==> config.mk <==
export PLATFORM = sky130hd
export DESIGN_NAME = regex_dot_star_matcher
export DESIGN_NICKNAME = d
export VERILOG_FILES = /design/src/design/rdsm_pkg.sv /design/src/design/regex_dot_star_matcher.sv /design/src/design/rdsm_cell.sv /design/src/design/rdsm_outbuf.sv
export SDC_FILE = /design/constraint.sdc
export NUM_CORES = 1
export LEC_CHECK = 0
export ABC_AREA = 1
export BUFFER_PORTS_ARGS = -buffer_cell sky130_fd_sc_hd__buf_4
export CORE_ASPECT_RATIO = 0.7
export CORE_MARGIN = 1.5
export CORE_UTILIZATION = 30
export DETAILED_ROUTE_END_ITERATION = 10
export HOLD_SLACK_MARGIN = 0.03
export PLACE_DENSITY_LB_ADDON = 0.05
export SLEW_MARGIN = 10
export SYNTH_ARGS = -nofsm -noshare
export SYNTH_HDL_FRONTEND = slang
export SYNTH_SLANG_ARGS = --single-unit
==> constraint.sdc <==
create_clock -name clk -period 5.75 [get_ports clk]
set_input_delay 1.15 -clock clk [delete_from_list [all_inputs] [get_ports clk]]
set_output_delay 1.15 -clock clk [all_outputs]
set_load 0.01 [all_outputs]
==> src/design/rdsm_pkg.sv <==
// rdsm_pkg: shared types and constants for the dot-star pattern matcher.
// No dependencies; imported by every module of the block.
package rdsm_pkg;

    typedef enum logic [1:0] {
        CMD_CLEAR   = 2'd0,
        CMD_APPEND  = 2'd1,
        CMD_SUBJECT = 2'd2,
        CMD_FINISH  = 2'd3
    } cmd_t;

    localparam logic [7:0] CH_STAR = 8'h2A;
    localparam logic [7:0] CH_DOT  = 8'h2E;

    typedef struct packed {
        cmd_t       command;
        logic [7:0] char_code;
    } req_t;

    typedef struct packed {
        logic matched;
        logic pattern_overflow;
    } res_t;

    // column-wide strobes broadcast to every cell
    typedef struct packed {
        logic clear;
        logic subject;
        logic rearm;
    } col_ctrl_t;

endpackage

==> src/design/regex_dot_star_matcher.sv <==
// regex_dot_star_matcher: anchored matcher for patterns with '.' and 'x*'.
// Depends on rdsm_pkg, rdsm_cell and rdsm_outbuf.
//
// Usage: one request channel (in_valid/in_ready/in_data) carries commands:
// clear pattern, append pattern byte, subject byte, finish subject. Only a
// finish produces a reply on out_valid/out_ready/out_data: the match flag for
// the whole subject and the sticky pattern overflow flag.
// The chain of PATTERN_MAX cells updates the whole match column for each accepted
// request, so one request per clock is sustained while in_ready stays high. The
// longest path is the star-to-star ripple through the cells of one column step.
// A finish reply is registered in the output register, or in skid while stalled.
// Replies wait in a two-entry buffer; while the receiver stalls, requests keep
// flowing until a second reply is waiting, then in_ready drops until the
// receiver takes one.
// Reset clears the pattern length, the overflow flag and both columns (only the
// empty-prefix bit set) and empties the reply buffer. Pattern bytes past
// PATTERN_MAX are dropped and set the overflow flag until the next clear.
module regex_dot_star_matcher #(
    parameter int PATTERN_MAX = 32
) (
    input  logic           clk,
    input  logic           rst_n,
    input  logic           in_valid,
    output logic           in_ready,
    input  rdsm_pkg::req_t in_data,
    output logic           out_valid,
    input  logic           out_ready,
    output rdsm_pkg::res_t out_data
);
    import rdsm_pkg::*;

    localparam int LEN_W = $clog2(PATTERN_MAX + 1);

    logic                 in_go;
    logic                 full;
    logic                 append_go;
    col_ctrl_t            ctrl;
    logic [LEN_W-1:0]     length_reg;
    logic [LEN_W-1:0]     length_next;
    logic                 overflow_reg;
    logic                 overflow_next;
    logic                 m0_reg;
    logic                 m0_next;
    logic [PATTERN_MAX:0] m_col;
    logic [PATTERN_MAX:0] e_col;
    logic [PATTERN_MAX:0] step_col;
    logic [7:0]           char_col [1:PATTERN_MAX];
    res_t                 reply;
    logic                 push;

    assign in_go     = in_valid && in_ready;
    assign full      = (length_reg == LEN_W'(PATTERN_MAX));
    assign append_go = in_go && (in_data.command == CMD_APPEND) && !full;

    assign ctrl.clear   = in_go && (in_data.command == CMD_CLEAR);
    assign ctrl.subject = in_go && (in_data.command == CMD_SUBJECT);
    assign ctrl.rearm   = append_go || (in_go && (in_data.command == CMD_FINISH));

    always_comb
    begin
        length_next   = length_reg;
        overflow_next = overflow_reg;
        m0_next       = m0_reg;
        if (ctrl.clear)
        begin
            length_next   = '0;
            overflow_next = 1'b0;
            m0_next       = 1'b1;
        end
        else if (ctrl.subject)
            m0_next = 1'b0;
        else if (ctrl.rearm)
            m0_next = 1'b1;
        if (append_go)
            length_next = length_reg + LEN_W'(1);
        else if (in_go && (in_data.command == CMD_APPEND))
            overflow_next = 1'b1;
    end

    always_ff @(posedge clk or negedge rst_n)
    begin
        if (!rst_n)
        begin
            length_reg   <= '0;
            overflow_reg <= 1'b0;
            m0_reg       <= 1'b1;
        end
        else
        begin
            length_reg   <= length_next;
            overflow_reg <= overflow_next;
            m0_reg       <= m0_next;
        end
    end

    // position zero: the empty pattern prefix
    assign m_col[0]    = m0_reg;
    assign e_col[0]    = 1'b1;
    assign step_col[0] = 1'b0;

    for (genvar i = 1; i <= PATTERN_MAX; i++)
    begin : g_cell
        logic [7:0] prev_char;
        logic       e_left2;
        logic       step_left2;

        if (i >= 2)
        begin : g_left
            assign prev_char  = char_col[i-1];
            assign e_left2    = e_col[i-2];
            assign step_left2 = step_col[i-2];
        end
        else
        begin : g_first
            assign prev_char  = 8'h00;
            assign e_left2    = 1'b0;
            assign step_left2 = 1'b0;
        end

        rdsm_cell #(
            .HAS_PREV (i >= 2)
        ) u_cell (
            .clk        (clk),
            .rst_n      (rst_n),
            .ctrl       (ctrl),
            .write_en   (append_go && (length_reg == LEN_W'(i - 1))),
            .active     (LEN_W'(i) <= length_reg),
            .ch         (in_data.char_code),
            .prev_char  (prev_char),
            .m_left     (m_col[i-1]),
            .e_left2    (e_left2),
            .step_left2 (step_left2),
            .pat_char   (char_col[i]),
            .e_bit      (e_col[i]),
            .m_bit      (m_col[i]),
            .step_bit   (step_col[i])
        );
    end

    assign reply.matched          = m_col[length_reg];
    assign reply.pattern_overflow = overflow_reg;
    assign push                   = in_go && (in_data.command == CMD_FINISH);

    rdsm_outbuf u_outbuf (
        .clk       (clk),
        .rst_n     (rst_n),
        .push      (push),
        .push_data (reply),
        .room      (in_ready),
        .out_valid (out_valid),
        .out_ready (out_ready),
        .out_data  (out_data)
    );

endmodule

==> src/design/rdsm_cell.sv <==
// rdsm_cell: one pattern position; holds its byte plus empty/match column bits.
// Depends on rdsm_pkg; chained by the top level, each cell reading its left neighbours.
module rdsm_cell #(
    parameter bit HAS_PREV = 1'b1
) (
    input  logic                clk,
    input  logic                rst_n,
    input  rdsm_pkg::col_ctrl_t ctrl,
    input  logic                write_en,
    input  logic                active,
    input  logic [7:0]          ch,
    input  logic [7:0]          prev_char,
    input  logic                m_left,
    input  logic                e_left2,
    input  logic                step_left2,
    output logic [7:0]          pat_char,
    output logic                e_bit,
    output logic                m_bit,
    output logic                step_bit
);
    import rdsm_pkg::*;

    logic [7:0] char_reg;
    logic       e_reg;
    logic       e_next;
    logic       m_reg;
    logic       m_next;
    logic       is_star;
    logic       acc_self;
    logic       acc_prev;

    assign is_star  = (char_reg == CH_STAR);
    assign acc_self = (char_reg == CH_DOT) || (char_reg == ch);
    assign acc_prev = (prev_char == CH_DOT) || (prev_char == ch);

    // a star with nothing before it never matches; a star repeats only its left item
    always_comb
    begin
        if (!active)
            step_bit = 1'b0;
        else if (is_star)
            step_bit = HAS_PREV ? (step_left2 | (acc_prev & m_reg)) : 1'b0;
        else
            step_bit = acc_self & m_left;
    end

    always_comb
    begin
        e_next = e_reg;
        if (ctrl.clear)
            e_next = 1'b0;
        else if (write_en)
            e_next = (ch == CH_STAR && HAS_PREV) ? e_left2 : 1'b0;
    end

    always_comb
    begin
        m_next = m_reg;
        if (ctrl.clear)
            m_next = 1'b0;
        else if (ctrl.subject)
            m_next = step_bit;
        else if (ctrl.rearm)
            m_next = e_next;
    end

    always_ff @(posedge clk)
    begin
        if (write_en)
            char_reg <= ch;
    end

    always_ff @(posedge clk or negedge rst_n)
    begin
        if (!rst_n)
        begin
            e_reg <= 1'b0;
            m_reg <= 1'b0;
        end
        else
        begin
            e_reg <= e_next;
            m_reg <= m_next;
        end
    end

    assign pat_char = char_reg;
    assign e_bit    = e_reg;
    assign m_bit    = m_reg;

endmodule

==> src/design/rdsm_outbuf.sv <==
// rdsm_outbuf: two-entry result buffer (output register plus skid) for finish replies.
// Depends on rdsm_pkg for the result struct.
module rdsm_outbuf (
    input  logic           clk,
    input  logic           rst_n,
    input  logic           push,
    input  rdsm_pkg::res_t push_data,
    output logic           room,
    output logic           out_valid,
    input  logic           out_ready,
    output rdsm_pkg::res_t out_data
);
    import rdsm_pkg::*;

    logic out_valid_reg;
    logic out_valid_next;
    res_t out_data_reg;
    res_t out_data_next;
    logic skid_valid_reg;
    logic skid_valid_next;
    res_t skid_data_reg;
    res_t skid_data_next;

    always_comb
    begin
        out_valid_next  = out_valid_reg;
        out_data_next   = out_data_reg;
        skid_valid_next = skid_valid_reg;
        skid_data_next  = skid_data_reg;
        if (!out_valid_reg || out_ready)
        begin
            if (skid_valid_reg)
            begin
                // push cannot coincide here: room is low while skid is full
                out_valid_next  = 1'b1;
                out_data_next   = skid_data_reg;
                skid_valid_next = 1'b0;
            end
            else
            begin
                out_valid_next = push;
                out_data_next  = push_data;
            end
        end
        else if (push)
        begin
            skid_valid_next = 1'b1;
            skid_data_next  = push_data;
        end
    end

    always_ff @(posedge clk or negedge rst_n)
    begin
        if (!rst_n)
        begin
            out_valid_reg  <= 1'b0;
            skid_valid_reg <= 1'b0;
        end
        else
        begin
            out_valid_reg  <= out_valid_next;
            skid_valid_reg <= skid_valid_next;
        end
    end

    always_ff @(posedge clk)
    begin
        out_data_reg  <= out_data_next;
        skid_data_reg <= skid_data_next;
    end

    assign room      = !skid_valid_reg;
    assign out_valid = out_valid_reg;
    assign out_data  = out_data_reg;

endmodule

==> metrics.csv <==
stage,metric,value,unit
floorplanning,Initial Utilization,30.7,%
placement,RePlAce Congestion,0.832,
cts,CTS max path bufs,3,
logic_synthesis,post-synth top area cell,edfxtp_1,
global_route,first-pass GRT wire length,84700,µm
finish,area grow syn2layout,15.7,%
cts,root buf cell,clkbuf_16,
power_and_ir_drop,part of the power in the clock network,45.2,%
logic_synthesis,syn_area_per_cell,9.66,µm²
sta,Tcrit/Tclk final,76.6,%
setup_path,critical-path maximum fanout,24,
cts,htree depth,2,
global_route,GRT Residual Overflow,0,
floorplanning,chip height,203,µm
cts,TritonCTS Buffers,39,
cts,clk_lat worst skew,0.56,ns
routing,post-route ant nets,0,
logic_synthesis,Synth Register Bits,334,
floorplanning,Core Footprint,55800,µm²
cts,CTS resizes,0,
floorplanning,row cnt,72,
routing,number of remaining DRC errors,0,
logic_synthesis,Mapped Cells,1771,
routing,vias per inst,4.93,
power_and_ir_drop,Seq pwr share,45.0,%
finish,Ant. Diodes,0,
cts,Post-CTS Repair Setup Buffers,0,
finish,layout cell share with drive strength beyond 1,9.89,%
power_and_ir_drop,Max IR drop VDD,159,µV
setup_path,Worst EP required,6.15,ns
finish,Fill cells,5582,
sta,clock skew,0.0160,ns
global_route,vias in the first global route,12935,
logic_synthesis,number of synthesized flops with an enable pin,260,
finish,Final Instance Area,19800,µm²
logic_synthesis,asr flop ratio synth,22.2,%
placement,PortBufs,17,
power_and_ir_drop,Internal Pwr Total,0.00451,W
cts,# clock sinks,334,
global_route,initial antenna violation count,3,
routing,drt first pass iters,5,
power_and_ir_drop,Gate power share,9.9,%
global_route,largest net degree at the start of global routing,72,
setup_path,Worst EP arrival,4.81,ns
logic_synthesis,post-synth top area share,45.7,%
logic_synthesis,Yosys cell types,51,
routing,detailed-route wire length,55700,µm
sta,final setup fails,0,
floorplanning,Ports,18,
finish,most common library cell in the layout ignoring fill and taps,nand2_1,
logic_synthesis,syn_nets,1789,
finish,area of the multi-input gates,6480,µm²
power_and_ir_drop,Net Sw Frac,25.4,%
cts,clock slew seen by the registers of the worst setup and hold paths,0.06,ns
cts,Hold Buf Count CTS,0,
logic_synthesis,Synth warnings,0,
sta,relative slew slack,27.8,%
power_and_ir_drop,leakage,7.12,nW
status,status,finished clean,
sta,RSZ-0062 raised after global routing,false,
finish,max reg flops,256,
job,Max-Cap Viols,0,
floorplanning,Die Wd,288,µm
sta,f_max,227,MHz
setup_path,CP peak stage delay,0.40,ns
setup_path,"most used cell, CP",nand2_1,
finish,most frequent cells in the layout,"nand2_1, edfxtp_1, inv_1, nor2_1, xnor2_1",
routing,WL/cell,21.4,µm
placement,Post-DP Area,18400,µm²
setup_path,crit end category,flip-flop,
logic_synthesis,share of the yosys chip area belonging to registers,56.5,%
routing,Vias,12827,
placement,DPL Wire Length,38200,µm
sta,Fin Setup TNS,0,ns
floorplanning,Die Footprint,58500,µm²
hold_path,hold crit path type,primary input to asynchronous set/reset pin,
finish,FF/Latch Area,9660,µm²
cts,CTS tree,done,
sta,final slew viol count,0,
logic_synthesis,ys flop type,edfxtp_1,
finish,Final nets,1848,
setup_path,Setup crit start kind,primary input,
routing,drt first-iter violations,865,
sta,Final Hold Viols,0,
logic_synthesis,synth top area cells,"edfxtp_1, dfrtp_1, nand2_1",
power_and_ir_drop,Power Density,305,nW/µm²
power_and_ir_drop,NetSw,0.00153,W
sta,worst slew pin tran,1.08,ns
setup_path,crit path kind,primary input to flip-flop,
setup_path,critical path's slowest cell,buf_4,
logic_synthesis,Synth Cell Area,17100,µm²
global_route,Total Routing Usage GR,19.4,%
sta,Final min period,4.40,ns
final cells by class:
class / count / share of cell area, %
inverters: 183 / 3.50
clock inverters: 24 / 1.58
clock buffers: 47 / 5.40
well taps: 740 / 4.68
flip-flops and latches: 334 / 48.8
repair buffers: 77 / 3.24
multi-input cells: 1195 / 32.8
power groups by stage:
stage	logic [W]	clock network [W]	registers, W
after floorplan	0.000336	0	0.00274
after global placement	0.000601	0	0.00276
after detailed placement	0.000603	0	0.00276
after CTS	0.000604	0.00281	0.00271
after global routing	0.000658	0.00288	0.00272
final	0.000597	0.00273	0.00272
metrics by stage:
step | hold slack [ns] | instances | total power [W] | worst slack, ns | utilization (%)
floorplan | 0.425 | 1771 | 0.00308 | 2.00 | -
global placement | 0.437 | 2529 | 0.00337 | 0.772 | 33.0
detailed placement | 0.450 | 2529 | 0.00337 | 0.784 | 33.0
CTS | 0.360 | 2600 | 0.00612 | 1.37 | 35.5
global route | 0.365 | 2600 | 0.00626 | 0.769 | 35.5
finish | 0.389 | 2600 | 0.00604 | 1.35 | 35.5
Yosys cell counts, types with 4 or more instances:
| cell type | count |
|---|---|
| a211oi_1 | 11 |
| a21boi_0 | 16 |
| a21oi_1 | 78 |
| a31oi_1 | 7 |
| buf_1 | 7 |
| buf_2 | 17 |
| buf_6 | 5 |
| clkbuf_1 | 27 |
| dfrtp_1 | 73 |
| edfxtp_1 | 260 |
| ha_1 | 4 |
| inv_1 | 173 |
| inv_2 | 7 |
| nand2_1 | 355 |
| nand3_1 | 44 |
| nand4_1 | 89 |
| nor2_1 | 171 |
| nor3_1 | 27 |
| nor4_1 | 22 |
| nor4b_1 | 11 |
| o2111ai_1 | 7 |
| o211ai_1 | 4 |
| o21ai_0 | 109 |
| o22ai_1 | 8 |
| o32ai_1 | 7 |
| o41ai_1 | 5 |
| or2_2 | 26 |
| xnor2_1 | 144 |
| xor2_1 | 22 |
final timing paths:
kind | startpoint | endpoint | slack, ns | cells after the start
min in group clk | overflow_reg | u_outbuf.skid_data_reg[0] | 0.45 | 0
setup reg to reg | length_reg[1] | g_cell[30].u_cell.m_bit | 1.43 | 35
max in group asynchronous | rst_n | g_cell[13].u_cell.m_bit | 4.11 | 2
hold reg to reg | overflow_reg | u_outbuf.skid_data_reg[0] | 0.45 | 0
hold / removal | rst_n | u_outbuf.out_valid | 0.39 | 1
setup / recovery | in_data[4] | g_cell[30].u_cell.m_bit | 1.35 | 40
per-layer routing:
metal,vias up,wire length [µm],GRT usage [%]
li1,6211,-,-
met1,6319,29800,30.6
met2,246,23100,28.2
met3,51,2090,2.56
met4,0,719,3.68
met5,-,0,0
critical path, delay by kind of cell:
family / cells / cell delay [ns]
buf+inv: 2 / 0.70
compound gates: 1 / 0.07
simple gates: 37 / 2.82
cell families after synthesis:
family                   Yosys count  synth area share, %
adder cells (fa/ha/maj)            4                0.293
flip-flops                       334                 56.5
AND/OR/NAND/NOR                  760                 20.0
AO/OA/AOI/OAI                    265                 9.00
XOR/XNOR                         166                 8.50
buffers and inverters            242                 5.75
Power figures use the tool's default switching activity.
